### config.mk
export PLATFORM = sky130hd
export DESIGN_NAME = poly_channel_tweak_core_flat
export DESIGN_NICKNAME = d
export VERILOG_FILES = /design/src/hw/rtl/ptwk_pkg.sv /design/src/hw/rtl/ptwk_if.sv /design/src/hw/rtl/ptwk_channel_calc.sv /design/src/hw/rtl/ptwk_result_fifo.sv /design/src/hw/rtl/poly_channel_tweak_core.sv /design/src/flat_wrapper.sv
export SDC_FILE = /design/constraint.sdc
export NUM_CORES = 1
export LEC_CHECK = 0
export BUFFER_PORTS_ARGS = -buffer_cell sky130_fd_sc_hd__buf_2
export CAP_MARGIN = 20
export CORE_ASPECT_RATIO = 1.2
export CORE_UTILIZATION = 30
export DETAILED_ROUTE_END_ITERATION = 8
export HOLD_SLACK_MARGIN = 0.1
export PLACE_DENSITY_LB_ADDON = 0.15
export SLEW_MARGIN = 20
export SYNTH_ARGS = -nofsm -noshare
export SYNTH_HDL_FRONTEND = slang
export SYNTH_SLANG_ARGS = --single-unit
### constraint.sdc
create_clock -name clk -period 10.1 [get_ports clk]
set_input_delay 0.505 -clock clk [delete_from_list [all_inputs] [get_ports clk]]
set_output_delay 0.505 -clock clk [all_outputs]
set_load 0.1 [all_outputs]
### src/hw/rtl/ptwk_pkg.sv
// Shared types, codes and constants for the polyphonic channel tweaker.
// No dependencies; every other file but ptwk_if.sv imports this package.
package ptwk_pkg;

    // Output channel limit and derived widths.
    localparam int MAX_CHANNELS = 16;
    localparam int SLOT_W       = 5;
    localparam int VOLT_W       = 16;
    // Working width for sums that can leave the 16-bit range.
    localparam int CALC_W       = 18;

    // 10 V in 1/2048 V units.
    localparam logic signed [CALC_W-1:0] UNIPOLAR_OFFSET = 18'sd20480;

    // Result queue depth; one item can push two results.
    localparam int RES_FIFO_DEPTH = 4;

    // Invert modes.
    localparam logic [1:0] INV_BIPOLAR  = 2'd0;
    localparam logic [1:0] INV_UNIPOLAR = 2'd1;
    localparam logic [1:0] INV_GATE     = 2'd2;

    // Result kinds.
    localparam logic KIND_CHANNEL   = 1'b0;
    localparam logic KIND_FRAME_END = 1'b1;

    // Configuration register indexes.
    localparam int CFG_IDX_W = 3;
    localparam logic [CFG_IDX_W-1:0] REG_INVERT_MODE      = 3'd0;
    localparam logic [CFG_IDX_W-1:0] REG_EXCLUDE_DISABLED = 3'd1;
    localparam logic [CFG_IDX_W-1:0] REG_GATE_SHAPING     = 3'd2;
    localparam logic [CFG_IDX_W-1:0] REG_DISABLE_LEVEL    = 3'd3;
    localparam logic [CFG_IDX_W-1:0] REG_GATE_THRESHOLD   = 3'd4;
    localparam logic [CFG_IDX_W-1:0] REG_GATE_HIGH_LEVEL  = 3'd5;
    localparam logic [CFG_IDX_W-1:0] REG_GATE_LOW_LEVEL   = 3'd6;
    localparam logic [CFG_IDX_W-1:0] REG_CLIP_LIMIT       = 3'd7;

    // Configuration register file contents.
    typedef struct packed {
        logic [1:0]         invert_mode;
        logic               exclude_disabled;
        logic               gate_shaping;
        logic signed [15:0] disable_level;
        logic [14:0]        gate_threshold;
        logic [14:0]        gate_high_level;
        logic signed [15:0] gate_low_level;
        logic [14:0]        clip_limit;
    } cfg_t;

    // One input channel.
    typedef struct packed {
        logic signed [15:0] source_voltage;
        logic               source_present;
        logic signed [15:0] fill_voltage;
        logic signed [15:0] invert_gate;
        logic signed [15:0] disable_gate;
        logic signed [15:0] disable_offset;
        logic               frame_last;
    } item_t;

    // One result.
    typedef struct packed {
        logic               result_kind;
        logic signed [15:0] out_voltage;
        logic [3:0]         out_slot;
        logic [4:0]         channel_count;
        logic               run_last;
    } result_t;

    // Everything the channel stage hands to the result queue.
    typedef struct packed {
        logic [1:0]          res_cnt;
        result_t [1:0]       res;
        logic [SLOT_W-1:0]   slot_next;
    } calc_out_t;

    // Sign-extend a 16-bit voltage to the working width.
    function automatic logic signed [CALC_W-1:0] sx16(input logic [15:0] v);
        sx16 = {{(CALC_W-16){v[15]}}, v};
    endfunction

    // Zero-extend a 15-bit magnitude to the working width.
    function automatic logic signed [CALC_W-1:0] zx15(input logic [14:0] v);
        zx15 = {{(CALC_W-15){1'b0}}, v};
    endfunction

endpackage

### src/hw/rtl/ptwk_if.sv
// Valid/ready channel interfaces for input items and results.
// No dependencies; follows the package in compile order.
interface ptwk_in_if;
    logic               valid;
    logic               ready;
    logic signed [15:0] source_voltage;
    logic               source_present;
    logic signed [15:0] fill_voltage;
    logic signed [15:0] invert_gate;
    logic signed [15:0] disable_gate;
    logic signed [15:0] disable_offset;
    logic               frame_last;

    modport source (
        output valid, source_voltage, source_present, fill_voltage,
               invert_gate, disable_gate, disable_offset, frame_last,
        input  ready
    );
    modport sink (
        input  valid, source_voltage, source_present, fill_voltage,
               invert_gate, disable_gate, disable_offset, frame_last,
        output ready
    );
endinterface

interface ptwk_out_if;
    logic               valid;
    logic               ready;
    logic               result_kind;
    logic signed [15:0] out_voltage;
    logic [3:0]         out_slot;
    logic [4:0]         channel_count;
    logic               run_last;

    modport source (
        output valid, result_kind, out_voltage, out_slot, channel_count, run_last,
        input  ready
    );
    modport sink (
        input  valid, result_kind, out_voltage, out_slot, channel_count, run_last,
        output ready
    );
endinterface

### src/hw/rtl/ptwk_channel_calc.sv
// Per-channel arithmetic and slot packing for one registered item.
// Depends on ptwk_pkg.
module ptwk_channel_calc
    import ptwk_pkg::*;
(
    input  cfg_t              cfg,
    input  item_t             item,
    input  logic [SLOT_W-1:0] slot,
    output calc_out_t         calc
);

    logic signed [CALC_W-1:0] thr;
    logic signed [CALC_W-1:0] lim;
    logic signed [CALC_W-1:0] hi_lvl;
    logic signed [CALC_W-1:0] lo_lvl;
    logic signed [CALC_W-1:0] v_sel;
    logic signed [CALC_W-1:0] v_shape;
    logic signed [CALC_W-1:0] v_inv;
    logic signed [CALC_W-1:0] v_raw;
    logic signed [CALC_W-1:0] v_clip;
    logic                     inv_hi;
    logic                     dis_hi;
    logic                     gate_mode;
    logic                     kept;
    logic                     emit_ch;
    logic                     fill_zero;
    logic [SLOT_W-1:0]        slot_a;
    result_t                  chan_res;
    result_t                  zero_res;
    result_t                  end_res;

    // Gate decisions and levels.
    assign thr       = zx15(cfg.gate_threshold);
    assign lim       = zx15(cfg.clip_limit);
    assign hi_lvl    = zx15(cfg.gate_high_level);
    assign lo_lvl    = sx16(cfg.gate_low_level);
    assign inv_hi    = sx16(item.invert_gate) >= thr;
    assign dis_hi    = sx16(item.disable_gate) >= thr;
    assign gate_mode = cfg.invert_mode >= INV_GATE;

    // Voltage path: select, shape, invert, choose by the disable and invert gates, then clip.
    always_comb
    begin
        v_sel = item.source_present ? sx16(item.source_voltage) : sx16(item.fill_voltage);

        if (gate_mode && cfg.gate_shaping)
        begin
            v_shape = (v_sel >= thr) ? hi_lvl : lo_lvl;
        end
        else
        begin
            v_shape = v_sel;
        end

        if (gate_mode)
        begin
            v_inv = (v_shape >= thr) ? lo_lvl : hi_lvl;
        end
        else if (cfg.invert_mode == INV_UNIPOLAR)
        begin
            v_inv = UNIPOLAR_OFFSET - v_shape;
        end
        else
        begin
            v_inv = -v_shape;
        end

        if (dis_hi)
        begin
            v_raw = sx16(cfg.disable_level) + sx16(item.disable_offset);
        end
        else if (inv_hi)
        begin
            v_raw = v_inv;
        end
        else
        begin
            v_raw = v_shape;
        end

        if (v_raw > lim)
        begin
            v_clip = lim;
        end
        else if (v_raw < -lim)
        begin
            v_clip = -lim;
        end
        else
        begin
            v_clip = v_raw;
        end
    end

    // Slot packing and frame-end bookkeeping.
    assign kept      = !(dis_hi && cfg.exclude_disabled);
    assign emit_ch   = kept && (slot < SLOT_W'(MAX_CHANNELS));
    assign slot_a    = slot + SLOT_W'(emit_ch);
    assign fill_zero = item.frame_last && (slot_a == '0);

    always_comb
    begin
        chan_res.result_kind   = KIND_CHANNEL;
        chan_res.out_voltage   = v_clip[15:0];
        chan_res.out_slot      = slot[3:0];
        chan_res.channel_count = '0;
        chan_res.run_last      = !item.frame_last;

        zero_res.result_kind   = KIND_CHANNEL;
        zero_res.out_voltage   = '0;
        zero_res.out_slot      = '0;
        zero_res.channel_count = '0;
        zero_res.run_last      = 1'b0;

        end_res.result_kind    = KIND_FRAME_END;
        end_res.out_voltage    = '0;
        end_res.out_slot       = '0;
        end_res.channel_count  = fill_zero ? 5'd1 : slot_a;
        end_res.run_last       = 1'b1;

        calc.res[1] = end_res;
        if (emit_ch)
        begin
            calc.res[0]  = chan_res;
            calc.res_cnt = item.frame_last ? 2'd2 : 2'd1;
        end
        else if (fill_zero)
        begin
            calc.res[0]  = zero_res;
            calc.res_cnt = 2'd2;
        end
        else
        begin
            calc.res[0]  = end_res;
            calc.res_cnt = item.frame_last ? 2'd1 : 2'd0;
        end

        calc.slot_next = item.frame_last ? '0 : slot_a;
    end

endmodule

### src/hw/rtl/ptwk_result_fifo.sv
// Small result queue that takes up to two results per cycle and drives the
// output channel. Depends on ptwk_pkg and ptwk_out_if.
module ptwk_result_fifo
    import ptwk_pkg::*;
(
    input  logic              clk,
    input  logic              rst_n,
    input  logic [1:0]        push_cnt,
    input  result_t [1:0]     push_data,
    output logic              room,
    ptwk_out_if.source        result
);

    localparam int PTR_W = $clog2(RES_FIFO_DEPTH);
    localparam int CNT_W = $clog2(RES_FIFO_DEPTH + 1);

    result_t              mem_reg [RES_FIFO_DEPTH];
    logic [PTR_W-1:0]     rd_ptr_reg;
    logic [PTR_W-1:0]     rd_ptr_next;
    logic [PTR_W-1:0]     wr_ptr_reg;
    logic [PTR_W-1:0]     wr_ptr_next;
    logic [CNT_W-1:0]     cnt_reg;
    logic [CNT_W-1:0]     cnt_next;
    logic                 pop;
    result_t              head;

    // Room for a full two-result push, judged on the registered count.
    assign room = cnt_reg <= CNT_W'(RES_FIFO_DEPTH - 2);
    assign pop  = result.valid && result.ready;
    assign head = mem_reg[rd_ptr_reg];

    assign result.valid         = cnt_reg != '0;
    assign result.result_kind   = head.result_kind;
    assign result.out_voltage   = head.out_voltage;
    assign result.out_slot      = head.out_slot;
    assign result.channel_count = head.channel_count;
    assign result.run_last      = head.run_last;

    // Pointer and occupancy update.
    always_comb
    begin
        rd_ptr_next = rd_ptr_reg + PTR_W'(pop);
        wr_ptr_next = wr_ptr_reg + PTR_W'(push_cnt);
        cnt_next    = cnt_reg + CNT_W'(push_cnt) - CNT_W'(pop);
    end

    always_ff @(posedge clk or negedge rst_n)
    begin
        if (!rst_n)
        begin
            rd_ptr_reg <= '0;
            wr_ptr_reg <= '0;
            cnt_reg    <= '0;
        end
        else
        begin
            rd_ptr_reg <= rd_ptr_next;
            wr_ptr_reg <= wr_ptr_next;
            cnt_reg    <= cnt_next;
        end
    end

    // Storage writes; the second result goes right behind the first.
    always_ff @(posedge clk)
    begin
        if (push_cnt != 2'd0)
        begin
            mem_reg[wr_ptr_reg] <= push_data[0];
        end
        if (push_cnt == 2'd2)
        begin
            mem_reg[wr_ptr_reg + PTR_W'(1)] <= push_data[1];
        end
    end

endmodule

### src/hw/rtl/poly_channel_tweak_core.sv
// An accepted item is registered in the item stage, and its results are
// written to the result queue. Throughput: one item per cycle while each
// item yields at most one result and the queue has room; the output port
// moves one result per cycle, so two-result items can back up the queue.
// Reset: rst_n clears the slot count, the queue and the item stage, and
// loads the configuration registers with their reset values.
module poly_channel_tweak_core
    import ptwk_pkg::*;
(
    input  logic                 clk,
    input  logic                 rst_n,
    ptwk_in_if.sink              chan,
    ptwk_out_if.source           result,
    input  logic                 cfg_we,
    input  logic [CFG_IDX_W-1:0] cfg_index,
    input  logic [15:0]          cfg_data
);

    cfg_t              cfg_reg;
    item_t             item_reg;
    logic              item_valid_reg;
    logic [SLOT_W-1:0] slot_reg;
    calc_out_t         calc;
    logic              room;
    logic              advance;
    item_t             item_in;

    // Item stage handshake.
    assign advance    = item_valid_reg && room;
    assign chan.ready = !item_valid_reg || advance;

    assign item_in.source_voltage = chan.source_voltage;
    assign item_in.source_present = chan.source_present;
    assign item_in.fill_voltage   = chan.fill_voltage;
    assign item_in.invert_gate    = chan.invert_gate;
    assign item_in.disable_gate   = chan.disable_gate;
    assign item_in.disable_offset = chan.disable_offset;
    assign item_in.frame_last     = chan.frame_last;

    // Configuration register writes.
    always_ff @(posedge clk or negedge rst_n)
    begin
        if (!rst_n)
        begin
            cfg_reg.invert_mode      <= INV_BIPOLAR;
            cfg_reg.exclude_disabled <= 1'b0;
            cfg_reg.gate_shaping     <= 1'b1;
            cfg_reg.disable_level    <= '0;
            cfg_reg.gate_threshold   <= 15'd2048;
            cfg_reg.gate_high_level  <= 15'd20480;
            cfg_reg.gate_low_level   <= '0;
            cfg_reg.clip_limit       <= 15'd32767;
        end
        else if (cfg_we)
        begin
            unique case (cfg_index)
                REG_INVERT_MODE:      cfg_reg.invert_mode      <= cfg_data[1:0];
                REG_EXCLUDE_DISABLED: cfg_reg.exclude_disabled <= cfg_data[0];
                REG_GATE_SHAPING:     cfg_reg.gate_shaping     <= cfg_data[0];
                REG_DISABLE_LEVEL:    cfg_reg.disable_level    <= cfg_data;
                REG_GATE_THRESHOLD:   cfg_reg.gate_threshold   <= cfg_data[14:0];
                REG_GATE_HIGH_LEVEL:  cfg_reg.gate_high_level  <= cfg_data[14:0];
                REG_GATE_LOW_LEVEL:   cfg_reg.gate_low_level   <= cfg_data;
                REG_CLIP_LIMIT:       cfg_reg.clip_limit       <= cfg_data[14:0];
                default:              cfg_reg.clip_limit       <= cfg_reg.clip_limit;
            endcase
        end
    end

    // Item stage and slot count.
    always_ff @(posedge clk or negedge rst_n)
    begin
        if (!rst_n)
        begin
            item_valid_reg <= 1'b0;
            slot_reg       <= '0;
        end
        else
        begin
            if (chan.ready)
            begin
                item_valid_reg <= chan.valid;
            end
            if (advance)
            begin
                slot_reg <= calc.slot_next;
            end
        end
    end

    always_ff @(posedge clk)
    begin
        if (chan.valid && chan.ready)
        begin
            item_reg <= item_in;
        end
    end

    // Channel arithmetic.
    ptwk_channel_calc u_calc (
        .cfg  (cfg_reg),
        .item (item_reg),
        .slot (slot_reg),
        .calc (calc)
    );

    // Result queue.
    ptwk_result_fifo u_fifo (
        .clk       (clk),
        .rst_n     (rst_n),
        .push_cnt  (advance ? calc.res_cnt : 2'd0),
        .push_data (calc.res),
        .room      (room),
        .result    (result)
    );

endmodule

### src/flat_wrapper.sv
// flat-port wrapper written by rule: the top's interface ports become plain ports
module poly_channel_tweak_core_flat import ptwk_pkg::*;
  (clk, rst_n, cfg_we, cfg_index, cfg_data, chan_valid, chan_source_voltage, chan_source_present, chan_fill_voltage, chan_invert_gate, chan_disable_gate, chan_disable_offset, chan_frame_last, chan_ready, result_valid, result_result_kind, result_out_voltage, result_out_slot, result_channel_count, result_run_last, result_ready);
  ptwk_in_if chan_i ();
  ptwk_out_if result_i ();
  input  logic clk;
  input  logic rst_n;
  input  logic cfg_we;
  input  logic [CFG_IDX_W-1:0] cfg_index;
  input  logic [15:0] cfg_data;
  input wire logic [$bits(chan_i.valid)-1:0] chan_valid;
  input wire logic [$bits(chan_i.source_voltage)-1:0] chan_source_voltage;
  input wire logic [$bits(chan_i.source_present)-1:0] chan_source_present;
  input wire logic [$bits(chan_i.fill_voltage)-1:0] chan_fill_voltage;
  input wire logic [$bits(chan_i.invert_gate)-1:0] chan_invert_gate;
  input wire logic [$bits(chan_i.disable_gate)-1:0] chan_disable_gate;
  input wire logic [$bits(chan_i.disable_offset)-1:0] chan_disable_offset;
  input wire logic [$bits(chan_i.frame_last)-1:0] chan_frame_last;
  output wire logic [$bits(chan_i.ready)-1:0] chan_ready;
  output wire logic [$bits(result_i.valid)-1:0] result_valid;
  output wire logic [$bits(result_i.result_kind)-1:0] result_result_kind;
  output wire logic [$bits(result_i.out_voltage)-1:0] result_out_voltage;
  output wire logic [$bits(result_i.out_slot)-1:0] result_out_slot;
  output wire logic [$bits(result_i.channel_count)-1:0] result_channel_count;
  output wire logic [$bits(result_i.run_last)-1:0] result_run_last;
  input wire logic [$bits(result_i.ready)-1:0] result_ready;
  assign chan_i.valid = chan_valid;
  assign chan_i.source_voltage = chan_source_voltage;
  assign chan_i.source_present = chan_source_present;
  assign chan_i.fill_voltage = chan_fill_voltage;
  assign chan_i.invert_gate = chan_invert_gate;
  assign chan_i.disable_gate = chan_disable_gate;
  assign chan_i.disable_offset = chan_disable_offset;
  assign chan_i.frame_last = chan_frame_last;
  assign chan_ready = chan_i.ready;
  assign result_valid = result_i.valid;
  assign result_result_kind = result_i.result_kind;
  assign result_out_voltage = result_i.out_voltage;
  assign result_out_slot = result_i.out_slot;
  assign result_channel_count = result_i.channel_count;
  assign result_run_last = result_i.run_last;
  assign result_i.ready = result_ready;
  poly_channel_tweak_core u_core (.clk(clk), .rst_n(rst_n), .chan(chan_i), .result(result_i), .cfg_we(cfg_we), .cfg_index(cfg_index), .cfg_data(cfg_data));
endmodule
== Word level (Yosys, flattened, before mapping) ==
Memories as Yosys holds them, arrays and structs flattened.
Index checks and enable logic that the tools add are counted.

* Memories: 1
* Bits in writable memories: 108
* Input bits: 106
* Register bits: 176
* Logic and storage cells: 95

* Reduce and logical (&&, ||, !) cells: 23
* Magnitude comparators: 9
* Eq/ne operators: 9
* Add/sub/neg operators: 10
* Mux-type cells: 23

{| class="wikitable"
|+ Memory list
! memory !! words !! bits a word !! rd ports !! clocked after Yosys merged registers in !! write ports !! line !! RTL
|-
| u_core.u_fifo.mem_reg || 4 || 27 || 1 || 0 || 2 || ptwk_result_fifo.sv:17 || <nowiki>result_t mem_reg [RES_FIFO_DEPTH];</nowiki>
|}

{| class="wikitable"
|+ Operator list
! cell !! count
|-
| $mux 18 || 8
|-
| $mux 27 || 2
|-
| $ge 18x16->1 || 2
|-
| $ge 16x16->1 || 2
|-
| $mux 16 || 2
|-
| $gt 18x16->1 || 1
|-
| $lt 18x18->1 || 1
|-
| $neg 15->18 || 1
|-
| $neg 18->18 || 1
|-
| $sub 16x18->18 const A || 1
|-
| $add 16x16->17 || 1
|-
| $reduce_and 2->1 || 8
|-
| $eq 3x3->1 const B || 4
|-
| $mux 5 || 2
|-
| $mux 2 || 4
|-
| $logic_and 1x1->1 || 7
|-
| $eq 3x2->1 const B || 2
|-
| $add 5x1->5 || 1
|-
| $logic_not 5->1 || 1
|-
| $lt 5x5->1 const B || 1
|-
| $mux 1 || 5
|-
| $add 3x2->3 || 1
|-
| $eq 3x1->1 const B || 1
|-
| $le 3x2->1 const B || 1
|-
| other kinds (12) || 14
|}

== Depth between registers and ports, before layout ==
Gate-level depths: netlist of the first run.

* Depth in word-level cells: 13
* Depth in mapped cells: 39

== Modules after synthesis ==
From an unflattened synthesis of the first run, not the netlist that was laid out.

* Cell total of the unflattened synthesis: 1393
* Area total of the unflattened synthesis: 17342.9 um^2

{| class="wikitable"
|+ By module, submodules not included
! module !! seq. area each (um^2) !! area an instance (um^2) !! instances !! cells each
|-
| poly_channel_tweak_core || 4663.2 || 5920.7 || 1 || 279
|-
| ptwk_channel_calc || 0.0 || 5790.6 || 1 || 813
|-
| ptwk_result_fifo || 3418.3 || 5631.7 || 1 || 301
|}

== Worst setup path before layout of the first run ==
OpenSTA, ideal clock, no wires.

* Path kind: reg2reg
* From: register u_core.item_reg[65] in the netlist's numbering
* To: memory u_core.u_fifo.mem_reg[0][10] in the netlist's numbering
* Data required time: 9983 ps
* Cell stages (with the launch flop): 36
* Library setup time: 117 ps
* Path buffers: 4
* Path slack: 2131 ps
* Clock period less this slack: 7969 ps
* Arrival: 7852 ps
* Cells stage by stage: edfxtp_1 > buf_4 > buf_1 > mux2_2 > ha_1 > nand3_1 > nor3_1 > nand2_1 > o21ai_1 > nand2_1 > o21ai_0 > inv_1 > ha_1 > a21o_1 > a2111oi_0 > o41ai_1 > o221ai_2 > clkbuf_1 > mux2i_1 > nor2_1 > a21oi_1 > o211ai_1 > and2_1 > ha_1 > and4_1 > a221oi_1 > o21ai_0 > a221o_1 > a21oi_1 > a31oi_1 > a221o_1 > a21oi_1 > a21o_1 > buf_6 > nand3_1 > a32o_1

{| class="wikitable"
|+ RTL lines
! what !! line !! RTL
|-
| start: declaration || poly_channel_tweak_core.sv:20 || <nowiki>item_t item_reg;</nowiki>
|-
| start signal: assignment || poly_channel_tweak_core.sv:95 || <nowiki>item_reg <= item_in;</nowiki>
|-
| end: declaration || ptwk_result_fifo.sv:17 ||
|}

==> out/metrics.yaml, run 1 <==
instances_no_fill: 2409
clk_pin_slew_ps: 60
cts_buffer_depth: 3
dieArea_mm2: 0.05465
cts_made_buffers: 35
synth_top_area_cell: "edfxtp_1"
avgViaCountPerCell: 5.280
slowest_delay_ps: 510
crit_required_ps: 10490
synth_ff_type: "edfxtp_1"
cp_common_cell: "o21ai_0"
place.gp.congestion: 0.8930
largest_register_ffs: 108
ys_async_sr_fraction_pct: 33.10
clkLatencyLatePin_ps: 550
routedWlPerCell_um: 21.16
tns_ps: 0
synth_area_leaders: "edfxtp_1 (19%), dfrtp_1 (12%), dfxtp_1 (11%)"
numClockSinks: 284
first_pass_iters: 5
dieWidth_um: 213.6
grtUsageMet1_pct: 23.33
start_kind: "register"
drt_iter0_markers: 672
slowest_stage: "o21a_1"
path_max_fanout: 20
antenna_cells: 0
met3_usage_pct: 3.239
crit_path_end_kind: "register"
synth.avg_cell_area_um2: 10.53
rsz0062_at_grt: "no"
fp-row-count: 92
netlist_area_mm2: 0.01612
cts_max_level: 2
antenna_found_initial: 0
busiest_layer: "met2"
io_buffer_count: 134
fmaxAchievable_ghz: 0.1074
core_mm2: 0.05284
nFillCells: 5316
finish.utilization_pct: 36.21
drv_slew: 0
globalRoute.totalOverflow: 0
ys_seq_area_share_pct: 44.68
setup_viol: 0
vias: 12720
dp_hpwl_um: 37880
leakagePower_uw: 0.007858
finish.net_count: 1902
dpl-instance-area_mm2: 0.01756
start_util_pct: 30.50
netlist_instances: 1531
synth_cell_types: 81
fin_crit_ps: 9308
synth.ff_latch_count: 284
grtUsageTotal_pct: 18.96
cp_num_buf_inv: 3
synth_most_common_cell: "nand2_1"
grt_max_degree: 69
drv_cap: 0
outcome: "finished, final reports clean"
drc: 0
crit_arrival_ps: 9700
grtUsageMet2_pct: 32.75
critical_path_class: "register to register"
irDropWorstVdd_mv: 0.2367
crit_family: "compound AO/OA/AOI/OAI gates"
skew_ps: 17.42
hold_path_class: "input pin to register"
synth_edf_count: 102
grt_pass1_wl_um: 78590
postLayoutCellArea_mm2: 0.01913
num_io_pins: 135
p_per_area_mw_per_mm2: 342.1
fin_crit_sh_pct: 92.16
worst_pin_slew_ps: 1047
hold_violations: 0
drive_above_1_share_pct: 22.30
dp_cells: 2316
synth_nets: 1756
grt_pass1_vias: 12910
ys_top_cells_by_count: "nand2_1 (139), ha_1 (117), edfxtp_1 (102)"
synth_top_area_share_pct: 19.01
area_delta_synth_final_pct: 18.70
root_buffer: "clkbuf_16"
drt-total-wl_um: 50970
slew_headroom_pct: 29.83
cts_tree: "done"
dieHeight_um: 255.9
ant_nets: 0
yosysWarnings: 0
routing by layer:
| metal | wire, µm | vias up |
|---|---|---|
| met3 | 2466 | 95 |
| met2 | 25430 | 362 |
| met4 | 1737 | 0 |
| met5 | 0 | - |
| li1 | - | 6078 |
| met1 | 21340 | 6184 |
power breakdown:
group / switching, µW / internal (µW)
combinational: 2250 / 1120
sequential: 234 / 1570
clock: 523 / 851
total: 3000 / 3540
final timing paths:
| kind | to | slack [ps] | start | cells after the start |
|---|---|---|---|---|
| max | u_core.u_fifo.mem_reg[1][11] | 790 | u_core.item_reg[65] | 33 |
| min | u_core.item_reg[10] | 140 | chan_disable_offset[9] | 1 |
| max reg2reg | u_core.u_fifo.mem_reg[1][11] | 790 | u_core.item_reg[65] | 33 |
| min reg2reg | u_core.u_fifo.mem_reg[0][17] | 450 | u_core.u_fifo.mem_reg[0][17] | 2 |
| max in group asynchronous | u_core.u_fifo.rd_ptr_reg[0] | 8370 | rst_n | 3 |
| min in group asynchronous | u_core.cfg_reg[71] | 470 | rst_n | 2 |
cells by family after synthesis:
| kind of cell | after synthesis | synth area share [%] |
|---|---|---|
| AND/OR/NAND/NOR | 419 | 12.44 |
| AO/OA/AOI/OAI | 393 | 16.98 |
| flip-flops | 284 | 44.68 |
| buffers and inverters | 148 | 3.595 |
| multiplexers | 132 | 11.02 |
| adder cells (fa/ha/maj) | 119 | 9.332 |
| XOR/XNOR | 36 | 1.957 |
layout make-up:
type / instances / area, µm² / share of cell area, %
sequential: 284 / 7203 / 37.65
inverter: 69 / 259.0 / 1.354
multi-input combinational: 1099 / 8371 / 43.76
tap: 705 / 882.1 / 4.611
clock buffer: 46 / 1031 / 5.390
timing repair buffer: 188 / 1151 / 6.017
clock inverter: 18 / 232.7 / 1.217
through the flow:
stage               hold slack [ps]  worst slack (ps)  power [µW]
floorplan                     209.4              2131        4278
global placement              427.6              1176        5162
detailed placement            433.7             893.8        5189
CTS                           100.6             831.7        6614
global route                  110.6             34.26        6986
finish                        135.6             792.2        6544
placed cells by master, fill, tap and decap left out, types with 20 or more instances in the layout:
cell type and count:
a21oi_1 57, dlygate4sd3_1 29, clkbuf_16 38, nand3_1 35, o21ai_0 92, mux2_2 85, nor2_1 79, o211ai_1 20
a21o_1 28, edfxtp_1 102, buf_2 133, o21a_1 20, dfxtp_1 88, dfrtp_1 73, mux4_2 27, nand2_1 139
buf_4 26, a221o_1 20, inv_1 68, nor3_1 49, ha_1 117, xnor2_1 27
what timing repair did:
| item | in CTS | in global routing |
|---|---|---|
| hold buffers | 29 | 0 |
| resized for setup | 0 | 1 |
| endpoints found under the setup margin | 0 | 1 |
| setup buffers | 0 | 0 |
| endpoints found under the hold margin | 59 | 0 |
(Power assumes the default switching activity.)
==> inputs of run 2 (changes only) <==
--- a/config.mk
+++ b/config.mk
@@ -11,7 +11,7 @@
 export CORE_UTILIZATION = 30
 export DETAILED_ROUTE_END_ITERATION = 8
 export HOLD_SLACK_MARGIN = 0.1
-export PLACE_DENSITY_LB_ADDON = 0.15
+export PLACE_DENSITY = 0.56
 export SLEW_MARGIN = 20
 export SYNTH_ARGS = -nofsm -noshare
 export SYNTH_HDL_FRONTEND = slang
==> run 2 against run 1 <==
Compared with the run above:
- die area unchanged
- final cell count decreased by 0.62%
- clock skew increased by 16 ps
- register-to-register slack about the same
- critical path depth decreased by 1
- fmax increased by 0.15%
- total power decreased by 1.4%
- sequential share of layout area increased by 0.40 points
- first-iteration DRC count increased by 53%
- cell area decreased by 1.0%
- worst hold slack got worse by 7.0 ps
- combinational power decreased by 1%
- critical endpoint is now u_core.u_fifo.mem_reg[2][24]
- largest cell class unchanged
==> out/metrics.yaml, run 2 (same netlist as run 1, synthesis figures left out) <==
ctsResizeCount: 0  # unchanged
drt-total-wl_um: 49290  # was 50970 µm
grtUsageMet2_pct: 32.22  # was 32.75%
hold_path_class: "input pin to register"  # unchanged
layout_commonest_cell: "nand2_1"  # unchanged
finish.utilization_pct: 35.83  # was 36.21%
fin_crit_sh_pct: 92.02  # was 92.16%
avgViaCountPerCell: 5.300  # was 5.280
routedWlPerCell_um: 20.59  # was 21.16 µm
crit_path_end_kind: "register"  # unchanged
mostFrequentLayoutCells: "nand2_1 (139), buf_2 (133), ha_1 (117)"  # unchanged
drc: 0  # unchanged
grt_max_degree: 71  # was 69
antenna_cells: 0  # unchanged
grt_pass1_wl_um: 76700  # was 78590 µm
worst_pin_slew_ps: 1061  # was 1047 ps
grt_pass1_vias: 12930  # was 12910
grtUsageMet1_pct: 22.36  # was 23.33%
busiest_layer: "met2"  # unchanged
met3_usage_pct: 2.184  # was 3.239%
worst_slack_ps: 806.4  # was 792.2 ps
clkLatencyLatePin_ps: 560  # was 550 ps
slowest_stage: "edfxtp_1"  # was o21a_1
setup_viol: 0  # unchanged
start_util_pct: 30.50  # unchanged
drv_cap: 0  # unchanged
fp-row-count: 92  # unchanged
io_buffer_count: 134  # unchanged
hold_buffers: 17  # was 29
cts_tree: "done"  # unchanged
drv_slew: 0  # unchanged
drt_iter0_markers: 1030  # was 672
irDropWorstVdd_mv: 0.2215  # was 0.2367 mV
postCtsSetupRepairBufs: 0  # unchanged
largest_register_ffs: 108  # unchanged
dpl-instance-area_mm2: 0.01754  # was 0.01756 mm²
outcome: "finished, final reports clean"  # unchanged
dieWidth_um: 213.6  # unchanged
rsz0062_at_grt: "no"  # unchanged
place.gp.congestion: 0.9161  # was 0.8930
dieHeight_um: 255.9  # unchanged
root_buffer: "clkbuf_16"  # unchanged
crit_arrival_ps: 9680  # was 9700 ps
hold_violations: 0  # unchanged
globalRoute.totalOverflow: 0  # unchanged
vias: 12690  # was 12720
grtUsageTotal_pct: 18.28  # was 18.96%
core_mm2: 0.05284  # unchanged
dp_slack_ps: 946.8  # was 893.8 ps
cts_made_buffers: 35  # unchanged
leakagePower_uw: 0.007764  # was 0.007858 µW
slowest_delay_ps: 540  # was 510 ps
fin_crit_ps: 9294  # was 9308 ps
antenna_found_initial: 0  # unchanged
cts_buffer_depth: 3  # unchanged
start_kind: "register"  # unchanged
dp_hpwl_um: 36640  # was 37880 µm
path_max_fanout: 13  # was 20
critical_path_class: "register to register"  # unchanged
dieArea_mm2: 0.05465  # unchanged
first_pass_iters: 6  # was 5
drive_above_1_share_pct: 22.14  # was 22.30%
tns_ps: 0  # unchanged
postLayoutCellArea_mm2: 0.01893  # was 0.01913 mm²
slew_headroom_pct: 29.28  # was 29.83%
area_delta_synth_final_pct: 17.48  # was 18.70%
finish.net_count: 1889  # was 1902
p_per_area_mw_per_mm2: 340.8  # was 342.1 mW/mm²
numClockSinks: 284  # unchanged
skew_ps: 33.36  # was 17.42 ps
fmaxAchievable_ghz: 0.1076  # was 0.1074 GHz
num_io_pins: 135  # unchanged
clk_pin_slew_ps: 60  # about the same
ant_nets: 0  # unchanged
crit_required_ps: 10490  # about the same
cts_max_level: 2  # unchanged
run 2: cell types whose count changed in the layout (fill, tap and decap cells not counted), moves of 2 or more:
cell,change
buf_4,-3
dfrtp_2,-2
clkinv_1,+2
a21oi_4,-2
clkbuf_8,-2
dlygate4sd3_1,-12
clkinv_2,-4
inv_6,+2
buf_6,+2
run 2: power breakdown:
part           switching [µW]  leakage [µW]  total [µW]  internal (µW)
registers                 254       0.00280        1820           1570
clock network             515      0.000590        1310            798
logic                    2210       0.00438        3320           1110
run 2: critical path, delay by kind of cell (launching register included):
family,cells,cell delay (ps)
adders and majority gates,3,1010
muxes,3,940
buffers and inverters,3,850
AOI/OAI and AO/OA,23,5780
DFF,1,540
run 2: routing by layer:
layer / up-vias / part of all wire [%] / wire length (µm)
met3: 100 / 4.1 / 2014
met1: 6149 / 42 / 20540
met4: 0 / 3.7 / 1815
met5: - / 0 / 0
met2: 395 / 51 / 24920
li1: 6044 / - / -
run 2: layout make-up:
cell class / instances / area, µm²
clock inverter: 19 / 224.0
tap: 705 / 882.1
timing repair buffer: 175 / 1031
clock buffer: 43 / 978.4
multi-input combinational: 1099 / 8354
inverter: 69 / 259.0
fill: 5254 / 33900
sequential: 284 / 7204
run 2: path summary, 6_finish.rpt:
| check | from | end | slack [ps] | cells after the start |
|---|---|---|---|---|
| worst max register to register | u_core.item_reg[65] | u_core.u_fifo.mem_reg[2][24] | 810 | 32 |
| max in group asynchronous | rst_n | u_core.u_fifo.rd_ptr_reg[0] | 8370 | 3 |
| worst min register to register | u_core.u_fifo.mem_reg[3][26] | u_core.u_fifo.mem_reg[3][26] | 440 | 2 |
| min in group asynchronous | rst_n | u_core.cfg_reg[76] | 520 | 2 |
| worst min-delay path | chan_disable_offset[14] | u_core.item_reg[15] | 130 | 1 |
| worst max-delay path | u_core.item_reg[65] | u_core.u_fifo.mem_reg[2][24] | 810 | 32 |
run 2: through the flow:
stage / total power, µW / std cells / hold slack, ps
after global routing: 6863 / 2394 / 110.8
after floorplan: 4278 / 1531 / 209.4
after CTS: 6495 / 2392 / 100.6
after global placement: 5078 / 2313 / 430.4
after detailed placement: 5145 / 2313 / 438.4
final: 6453 / 2394 / 128.5
